File: src/design/tlc_pkg.sv
// Shared constants for the two-way LRU cache block.
// No dependencies; imported by the top level.
`timescale 1ns / 1ps

package tlc_pkg;

	localparam int NUM_SETS_DEF   = 8;
	localparam int MEM_WORDS_DEF  = 128;
	localparam int NUM_REGS_DEF   = 8;
	localparam int DATA_WIDTH_DEF = 32;

	localparam int WORD_ADDR_W  = 7;
	localparam int ADDR_WORDS   = 1 << WORD_ADDR_W;
	localparam int REG_IDX_W    = 3;
	localparam int REG_IDX_CNT  = 1 << REG_IDX_W;
	localparam int LOAD_VALUE_W = 32;
	localparam int MEM_INIT_OFS = 5;

	localparam logic REQ_LOAD  = 1'b0;
	localparam logic REQ_STORE = 1'b1;

	typedef enum logic [2:0] {
		ST_CLEAR = 3'b001,
		ST_IDLE  = 3'b010,
		ST_EXEC  = 3'b100
	} state_t;

endpackage

File: src/design/two_way_lru_cache_lw_sw_top.sv
// Two-way set-associative cache, one-word blocks, LRU, with register file and backing memory.
// Depends on tlc_pkg and tlc_ram (set RAM and backing memory).
`timescale 1ns / 1ps

// Usage:
//   Input channel: in_valid/in_stall carry req_type, reg_index, word_addr.
//   Output channel: out_valid/out_stall carry hit, load_value, wrote_back,
//   one result word per request.
//   A request is accepted only in the idle state. The accept edge issues the
//   set RAM and backing memory reads; in the execute state, once the output
//   register is free or its result is taken, the block checks both ways,
//   writes set RAM, backing memory and register file, and loads the output
//   register, which raises out_valid. Until then in_stall stays high.
//   A load miss with a valid victim writes the victim back and refills
//   in the same cycle since the two addresses always differ.
//   After reset a clearing pass over max(MEM_WORDS, NUM_SETS) addresses (128 by
//   default) fills backing memory with address plus five and clears the sets;
//   in_stall is high during the pass.
//   A new request may be accepted while a result waits in the output register;
//   if the output is still stalled when that request finishes, it holds in the
//   execute state and in_stall stays high until the result drains.
module two_way_lru_cache_lw_sw_top #(
	parameter int NUM_SETS   = tlc_pkg::NUM_SETS_DEF,
	parameter int MEM_WORDS  = tlc_pkg::MEM_WORDS_DEF,
	parameter int NUM_REGS   = tlc_pkg::NUM_REGS_DEF,
	parameter int DATA_WIDTH = tlc_pkg::DATA_WIDTH_DEF
) (
	input  logic                              clk,
	input  logic                              arst_n,
	input  logic                              in_valid,
	output logic                              in_stall,
	input  logic                              req_type,
	input  logic [tlc_pkg::REG_IDX_W-1:0]     reg_index,
	input  logic [tlc_pkg::WORD_ADDR_W-1:0]   word_addr,
	output logic                              out_valid,
	input  logic                              out_stall,
	output logic                              hit,
	output logic [tlc_pkg::LOAD_VALUE_W-1:0]  load_value,
	output logic                              wrote_back
);

	import tlc_pkg::*;

	localparam int SETW     = $clog2(NUM_SETS);
	localparam int MAW      = $clog2(MEM_WORDS);
	localparam int RW       = $clog2(NUM_REGS);
	localparam int ADDR_SPAN = (MEM_WORDS < ADDR_WORDS) ? MEM_WORDS : ADDR_WORDS;
	localparam int TAG_MAX  = (ADDR_SPAN - 1) / NUM_SETS;
	localparam int TAGW     = (TAG_MAX < 1) ? 1 : $clog2(TAG_MAX + 1);
	localparam int CLR_LEN  = (MEM_WORDS > NUM_SETS) ? MEM_WORDS : NUM_SETS;
	localparam int CW       = $clog2(CLR_LEN);

	typedef struct packed {
		logic                       lru;
		logic [1:0]                 v;
		logic [1:0][TAGW-1:0]       tag;
		logic [1:0][DATA_WIDTH-1:0] data;
	} set_row_t;

	// address and register decode tables
	logic [SETW-1:0] set_lut  [ADDR_WORDS];
	logic [TAGW-1:0] tag_lut  [ADDR_WORDS];
	logic [MAW-1:0]  maddr_lut[ADDR_WORDS];
	logic [RW-1:0]   reg_lut  [REG_IDX_CNT];

	for (genvar g = 0; g < ADDR_WORDS; g++) begin : g_addr_lut
		localparam int A = g % MEM_WORDS;
		assign set_lut[g]   = SETW'(A % NUM_SETS);
		assign tag_lut[g]   = TAGW'(A / NUM_SETS);
		assign maddr_lut[g] = MAW'(A);
	end

	for (genvar g = 0; g < REG_IDX_CNT; g++) begin : g_reg_lut
		assign reg_lut[g] = RW'(g % NUM_REGS);
	end

	state_t              state_q;
	logic [CW-1:0]       clr_q;
	logic                store_s1;
	logic [RW-1:0]       ridx_s1;
	logic [SETW-1:0]     set_s1;
	logic [TAGW-1:0]     tag_s1;
	logic [MAW-1:0]      maddr_s1;
	logic [DATA_WIDTH-1:0] rf_q [NUM_REGS];

	logic                  out_valid_q;
	logic                  hit_q;
	logic                  wb_q;
	logic [DATA_WIDTH-1:0] lv_q;

	logic                  accept;
	logic                  done;
	logic                  clr_last;

	set_row_t              row_rd;
	set_row_t              row_wr;
	logic [$bits(set_row_t)-1:0] row_rdata;
	logic                  set_we;
	logic [SETW-1:0]       set_waddr;
	set_row_t              set_wdata;

	logic [DATA_WIDTH-1:0] mem_rdata;
	logic                  mem_we;
	logic [MAW-1:0]        mem_waddr;
	logic [DATA_WIDTH-1:0] mem_wdata;

	logic                  hit0;
	logic                  hit1;
	logic                  hit_c;
	logic                  hway;
	logic                  way;
	logic                  victim_ok;
	logic                  wb_c;
	logic [MAW-1:0]        vaddr;
	logic [DATA_WIDTH-1:0] reg_rd;
	logic [DATA_WIDTH-1:0] lv_c;
	logic [DATA_WIDTH+LOAD_VALUE_W-1:0] lv_ext;

	assign accept   = in_valid && !in_stall;
	assign in_stall = (state_q != ST_IDLE);
	assign done     = (state_q == ST_EXEC) && (!out_valid_q || !out_stall);
	assign clr_last = (clr_q == CW'(CLR_LEN - 1));

	always_ff @(posedge clk or negedge arst_n) begin
		if (!arst_n) begin
			state_q <= ST_CLEAR;
			clr_q   <= '0;
		end else begin
			unique case (state_q)
				ST_CLEAR: begin
					clr_q <= clr_q + 1'b1;
					if (clr_last) begin
						state_q <= ST_IDLE;
					end
				end
				ST_IDLE: begin
					if (accept) begin
						state_q <= ST_EXEC;
					end
				end
				ST_EXEC: begin
					if (done) begin
						state_q <= ST_IDLE;
					end
				end
				default: begin
					state_q <= ST_CLEAR;
				end
			endcase
		end
	end

	always_ff @(posedge clk) begin
		if (accept) begin
			store_s1 <= (req_type == REQ_STORE);
			ridx_s1  <= reg_lut[reg_index];
			set_s1   <= set_lut[word_addr];
			tag_s1   <= tag_lut[word_addr];
			maddr_s1 <= maddr_lut[word_addr];
		end
	end

	// lookup and update
	assign row_rd = set_row_t'(row_rdata);
	assign reg_rd = rf_q[ridx_s1];
	assign hit0   = row_rd.v[0] && (row_rd.tag[0] == tag_s1);
	assign hit1   = row_rd.v[1] && (row_rd.tag[1] == tag_s1);
	assign hit_c  = hit0 || hit1;
	assign hway   = !hit0;
	assign way    = hit_c ? hway : row_rd.lru;
	assign victim_ok = !hit_c && !store_s1 && row_rd.v[way];
	assign wb_c   = victim_ok;
	assign vaddr  = MAW'(int'(row_rd.tag[way]) * NUM_SETS + int'(set_s1));
	assign lv_c   = hit_c ? row_rd.data[hway] : mem_rdata;

	always_comb begin
		row_wr = row_rd;
		if (hit_c) begin
			if (store_s1) begin
				row_wr.data[way] = reg_rd;
			end
			row_wr.lru = !way;
		end else if (!store_s1) begin
			row_wr.v[way]    = 1'b1;
			row_wr.tag[way]  = tag_s1;
			row_wr.data[way] = mem_rdata;
			row_wr.lru       = !way;
		end
	end

	always_comb begin
		set_we    = 1'b0;
		set_waddr = set_s1;
		set_wdata = row_wr;
		mem_we    = 1'b0;
		mem_waddr = maddr_s1;
		mem_wdata = reg_rd;
		if (state_q == ST_CLEAR) begin
			set_we    = (int'(clr_q) < NUM_SETS);
			set_waddr = clr_q[SETW-1:0];
			set_wdata = '0;
			mem_we    = (int'(clr_q) < MEM_WORDS);
			mem_waddr = clr_q[MAW-1:0];
			mem_wdata = DATA_WIDTH'(int'(clr_q) + MEM_INIT_OFS);
		end else if (done) begin
			set_we = hit_c || !store_s1;
			if (victim_ok) begin
				mem_we    = 1'b1;
				mem_waddr = vaddr;
				mem_wdata = row_rd.data[way];
			end else if (!hit_c && store_s1) begin
				mem_we = 1'b1;
			end
		end
	end

	tlc_ram #(
		.WIDTH($bits(set_row_t)),
		.DEPTH(NUM_SETS)
	) u_set_ram (
		.clk  (clk),
		.we   (set_we),
		.waddr(set_waddr),
		.wdata(set_wdata),
		.re   (accept),
		.raddr(set_lut[word_addr]),
		.rdata(row_rdata)
	);

	tlc_ram #(
		.WIDTH(DATA_WIDTH),
		.DEPTH(MEM_WORDS)
	) u_mem_ram (
		.clk  (clk),
		.we   (mem_we),
		.waddr(mem_waddr),
		.wdata(mem_wdata),
		.re   (accept),
		.raddr(maddr_lut[word_addr]),
		.rdata(mem_rdata)
	);

	always_ff @(posedge clk or negedge arst_n) begin
		if (!arst_n) begin
			for (int i = 0; i < NUM_REGS; i++) begin
				rf_q[i] <= '0;
			end
		end else if (done && !store_s1) begin
			rf_q[ridx_s1] <= lv_c;
		end
	end

	always_ff @(posedge clk or negedge arst_n) begin
		if (!arst_n) begin
			out_valid_q <= 1'b0;
		end else if (done) begin
			out_valid_q <= 1'b1;
		end else if (!out_stall) begin
			out_valid_q <= 1'b0;
		end
	end

	always_ff @(posedge clk) begin
		if (done) begin
			hit_q <= hit_c;
			wb_q  <= wb_c;
			lv_q  <= store_s1 ? '0 : lv_c;
		end
	end

	assign lv_ext     = {{LOAD_VALUE_W{1'b0}}, lv_q};
	assign out_valid  = out_valid_q;
	assign hit        = hit_q;
	assign wrote_back = wb_q;
	assign load_value = lv_ext[LOAD_VALUE_W-1:0];

endmodule

File: src/design/tlc_ram.sv
// Generic single-port-write, single-port-read synchronous RAM.
// Registered read data. No dependencies.
`timescale 1ns / 1ps

module tlc_ram #(
	parameter int WIDTH = 32,
	parameter int DEPTH = 16
) (
	input  logic                     clk,
	input  logic                     we,
	input  logic [$clog2(DEPTH)-1:0] waddr,
	input  logic [WIDTH-1:0]         wdata,
	input  logic                     re,
	input  logic [$clog2(DEPTH)-1:0] raddr,
	output logic [WIDTH-1:0]         rdata
);

	logic [WIDTH-1:0] mem_q [DEPTH];
	logic [WIDTH-1:0] rdata_q;

	always_ff @(posedge clk) begin
		if (we) begin
			mem_q[waddr] <= wdata;
		end
		if (re) begin
			rdata_q <= mem_q[raddr];
		end
	end

	assign rdata = rdata_q;

endmodule
File: config.mk
export PLATFORM = sky130hd
export DESIGN_NAME = two_way_lru_cache_lw_sw_top
export DESIGN_NICKNAME = d
export VERILOG_FILES = /design/src/design/tlc_pkg.sv /design/src/design/two_way_lru_cache_lw_sw_top.sv /design/src/design/tlc_ram.sv
export SDC_FILE = /design/constraint.sdc
export NUM_CORES = 2
export LEC_CHECK = 0
export BUFFER_PORTS_ARGS = -buffer_cell sky130_fd_sc_hd__buf_4
export CORE_UTILIZATION = 45
export CTS_BUF_LIST = sky130_fd_sc_hd__clkbuf_4
export CTS_CLUSTER_DIAMETER = 40
export DETAILED_ROUTE_END_ITERATION = 12
export HOLD_SLACK_MARGIN = 0.02
export PLACE_DENSITY = 0.65
export SLEW_MARGIN = 20
export SYNTH_ARGS = -nofsm -noshare
export SYNTH_HDL_FRONTEND = slang
export SYNTH_MEMORY_MAX_BITS = 65536
export SYNTH_SLANG_ARGS = --single-unit
File: constraint.sdc
create_clock -name clk -period 12.75 [get_ports clk]
set_clock_uncertainty 0.1 [all_clocks]
set_input_delay 0.6375 -clock clk [delete_from_list [all_inputs] [get_ports clk]]
set_output_delay 0.6375 -clock clk [all_outputs]
set_load 0.02 [all_outputs]
==> out/qor.tcl <==
set qor(cts_htree_levels) 7
set qor(synth_seq_cells) 5115
set qor(detail_route.drc_violations) 0
set qor(place_congestion) 0.803
set qor(startpoint_type) {flop}
set qor(holdCritPathClass) {in2reg}
set qor(max_freq_mhz) 172
set qor(clkSlewWorstSetupHoldPaths_ns) 0.06
set qor(overall_global_routing_resource_usage_pct) 23.5
set qor(final_core_util_pct) 51.2
set qor(die_area_um2) 445000
set qor(synth.top_cells.by_area) {sky130_fd_sc_hd__edfxtp_1 73%, sky130_fd_sc_hd__mux4_2 16%, sky130_fd_sc_hd__dfrtp_1 3.3%}
set qor(ir_drop_mv) 0.190
set qor(syn_avg_cell_area_um2) 22.6
set qor(num_rows) 243
set qor(cp_data_required_time_ns) 13.89
set qor(fillers) 34400
set qor(routedWlPerCell_um) 31.2
set qor(ys_types) 58
set qor(syn-cell-area_um2) 199000
set qor(worstMarginPinSlew_ns) 1.21
set qor(number_of_antenna_violations_at_the_first_check_in_global_routing) 33
set qor(pin_count) 51
set qor(grt_setup_unrepaired) {false}
set qor(placement.cell_area_um2) 209000
set qor(post_synth_edffs) 4848
set qor(postCtsSetupBuffers) 0
set qor(crit_arrival_ns) 6.97
set qor(p_per_area_nw_per_um2) 164
set qor(floorplan.initialDensity_pct) 45.3
set qor(synthMostInstantiatedCell) {sky130_fd_sc_hd__edfxtp_1}
set qor(max-slew-margin-rel_pct) 19.6
set qor(timing.hold.worst.start) {in_valid}
set qor(tritoncts_clock_tree) {done}
set qor(run_status) {complete, no violations}
set qor(final_period_minus_worst_setup_slack_ns) 5.83
set qor(final_layout_setup_total_negative_slack_ns) 0
set qor(report.power.total_mw) 36.9
set qor(share_of_synthesized_area_occupied_by_flip_flops_and_latches_pct) 76.5
set qor(grt_pass1_wl_um) 742000
set qor(placeableCoreArea_um2) 439000
set qor(grt_pass1_vias) 105000
set qor(die-width_um) 667
set qor(final_critical_path_setup_slack_ns) 6.92
set qor(worst_hold_path_stage_count) 5
set qor(final_layout_size_suffix_gt1_share_pct) 39.9
set qor(final_max_slew_viol_count) 0
set qor(grt_overflow) 0
set qor(clock_sink_count) 5115
set qor(maxCapViolations) 0
set qor(number_of_cell_instances_on_the_worst_register_to_register_path) 9
set qor(period_share_pct) 45.7
set qor(buffers_on_ports) 50
set qor(worst_skew_pair.late_latency_ns) 1.74
set qor(final_net_count) 10000
set qor(vias) 102000
set qor(final_design_area_no_fill_um2) 225000
set qor(placed_cells) 14500
set qor(top_flip_flop_cell_by_instance_count_after_synthesis) {sky130_fd_sc_hd__edfxtp_1}
set qor(dp_slack_ns) 6.42
set qor(route.final.wire_length_um) 522000
set qor(numCtsBuffers) 1328
set qor(total_leakage_power_nw) 74.1
set qor(synthesis.nets) 8804
set qor(dr.first_iter.drc_count) 13800
set qor(layout_area_growth_over_synthesis_pct) 13.0
set qor(worst_setup_path_end_kind) {flop}
set qor(final_setup_violation_count) 0
set qor(viasPerCell) 6.10
set qor(clockBufferDepth) 5
set qor(cts-root-buf) {sky130_fd_sc_hd__clkbuf_4}
set qor(synth_commonest_cells) {4848 x sky130_fd_sc_hd__edfxtp_1, 1430 x sky130_fd_sc_hd__mux4_2, 337 x sky130_fd_sc_hd__mux2_2}
set qor(instances_no_fill) 16700
set qor(timing_hold_violations_final) 0
set qor(crit_path_max_fanout) 82
set qor(drt-pass1-iter-count) 6
set qor(largest_net_degree_at_the_start_of_global_routing) 132
set qor(yosysTopAreaCellShare_pct) 73.2
set qor(dieHeight_um) 667
set qor(startpoint) {tag_s1[1]}
set qor(post-dp-hpwl_um) 276000
set qor(postSynthCellCount) 8788
set qor(timing.setup.critical_path_class) {reg2reg}
set qor(synth-warning-count) 0
set qor(synth_async_sr_flop_share_pct) 5.22
set qor(timing.rr.start) {tag_s1[1]}
set qor(timing.hold.ws_ns) 0.394
set qor(final_antenna_net_count) 0
set qor(synthDominantAreaCellType) {sky130_fd_sc_hd__edfxtp_1}
-- kinds of logic after synthesis --
logic type,after synthesis,synth area share (%)
muxes,1876,18.7
and+or+nand+nor,652,1.57
AOI/OAI and AO/OA,568,1.91
adders and majority gates,1,0.00629
DFF,5115,76.5
xor gates and xnor gates,20,0.0881
buffers and inverters,556,1.23
-- registers in the layout (all words and copies together), names as in the netlist, 2 cells and up --
register         count
clr_q                7
load_value          32
rf_q               256
ridx_s1              3
set_s1               2
state_q              3
tag_s1               4
u_mem_ram.mem_q   4096
u_mem_ram.rdata     32
u_set_ram.mem_q    600
u_set_ram.rdata     75
-- report_power, final --
group / internal (mW) / total (mW) / switching (mW)
Clock: 7.18 / 13.5 / 6.30
Sequential: 19.7 / 19.9 / 0.135
Combinational: 0.906 / 3.54 / 2.64
-- area by class of cell --
type	instances	area [µm²]	area share (%)
antenna	45	113	0.0501
clock buffer	1859	14000	6.21
clock inverter	293	1850	0.822
inverter	6	23.8	0.0106
multi-input combinational	3117	45800	20.3
sequential	5115	152000	67.7
tap	5880	7360	3.27
timing repair buffer	418	3530	1.57
-- repair_timing --
action,in CTS,in global routing
hold buffers,32,0
gates resized for setup,0,0
endpoints found under the setup margin,0,0
endpoints found under the hold margin,440,0
-- routing by layer --
metal	vias to the layer above	track usage, %	wire, µm
met4	2	8.95	14700
met1	54400	31.9	201000
met3	900	5.70	55000
li1	40700	-	-
met2	6020	37.2	252000
met5	-	0	9
-- cell usage in the layout (no fill, tap or decap), types with 7 or more instances in the layout --
cell,synthesis,layout
sky130_fd_sc_hd__o22ai_1,98,98
sky130_fd_sc_hd__and2_1,35,35
sky130_fd_sc_hd__diode_2,0,45
sky130_fd_sc_hd__o21ai_4,0,8
sky130_fd_sc_hd__mux2i_1,107,107
sky130_fd_sc_hd__nor2_4,0,53
sky130_fd_sc_hd__a21oi_1,78,78
sky130_fd_sc_hd__clkinv_2,0,24
sky130_fd_sc_hd__a22oi_1,32,32
sky130_fd_sc_hd__nand2_2,0,9
sky130_fd_sc_hd__mux2_2,337,337
sky130_fd_sc_hd__buf_4,24,358
sky130_fd_sc_hd__o211ai_1,48,48
sky130_fd_sc_hd__o21ai_0,85,78
sky130_fd_sc_hd__dlygate4sd3_1,0,31
sky130_fd_sc_hd__clkbuf_4,0,1860
sky130_fd_sc_hd__nand2b_1,8,8
sky130_fd_sc_hd__and3_1,36,34
sky130_fd_sc_hd__nor2_1,145,92
sky130_fd_sc_hd__inv_2,0,18
sky130_fd_sc_hd__nand3_1,16,15
sky130_fd_sc_hd__dfrtp_1,266,266
sky130_fd_sc_hd__nor4_1,24,20
sky130_fd_sc_hd__xnor2_1,15,15
sky130_fd_sc_hd__clkinv_1,0,218
sky130_fd_sc_hd__edfxtp_1,4848,4848
sky130_fd_sc_hd__or3_1,32,29
sky130_fd_sc_hd__a311oi_4,0,24
sky130_fd_sc_hd__a221oi_1,32,29
sky130_fd_sc_hd__mux4_2,1430,1430
sky130_fd_sc_hd__buf_16,0,7
sky130_fd_sc_hd__buf_12,0,11
sky130_fd_sc_hd__a31oi_1,34,33
sky130_fd_sc_hd__o221ai_1,91,91
sky130_fd_sc_hd__o21ai_1,33,31
sky130_fd_sc_hd__bufinv_16,0,26
sky130_fd_sc_hd__nand2_1,221,210
sky130_fd_sc_hd__nor3_2,7,91
-- final timing paths --
check                                            to  slack, ns
setup / recovery           u_mem_ram.mem_q[104][22]       6.92
hold / removal                           state_q[2]       0.39
setup reg to reg           u_mem_ram.mem_q[104][22]       6.92
hold reg to reg                           rf_q[243]       0.40
max in group asynchronous                 rf_q[180]      11.01
min in group asynchronous                 rf_q[135]       0.58
-- worst max-delay path, stage by stage, from the launching register on --
cell and delay (ns):
sky130_fd_sc_hd__edfxtp_1 0.46, sky130_fd_sc_hd__xnor2_1 0.18, sky130_fd_sc_hd__nand2_1 0.24, sky130_fd_sc_hd__or2_2 0.17, sky130_fd_sc_hd__buf_4 0.64, sky130_fd_sc_hd__and3_4 0.67, sky130_fd_sc_hd__buf_4 0.72, sky130_fd_sc_hd__nor2_1 0.15
sky130_fd_sc_hd__a311oi_4 1.03, sky130_fd_sc_hd__buf_4 0.75
No activity file was read; power rests on OpenSTA's default activity.
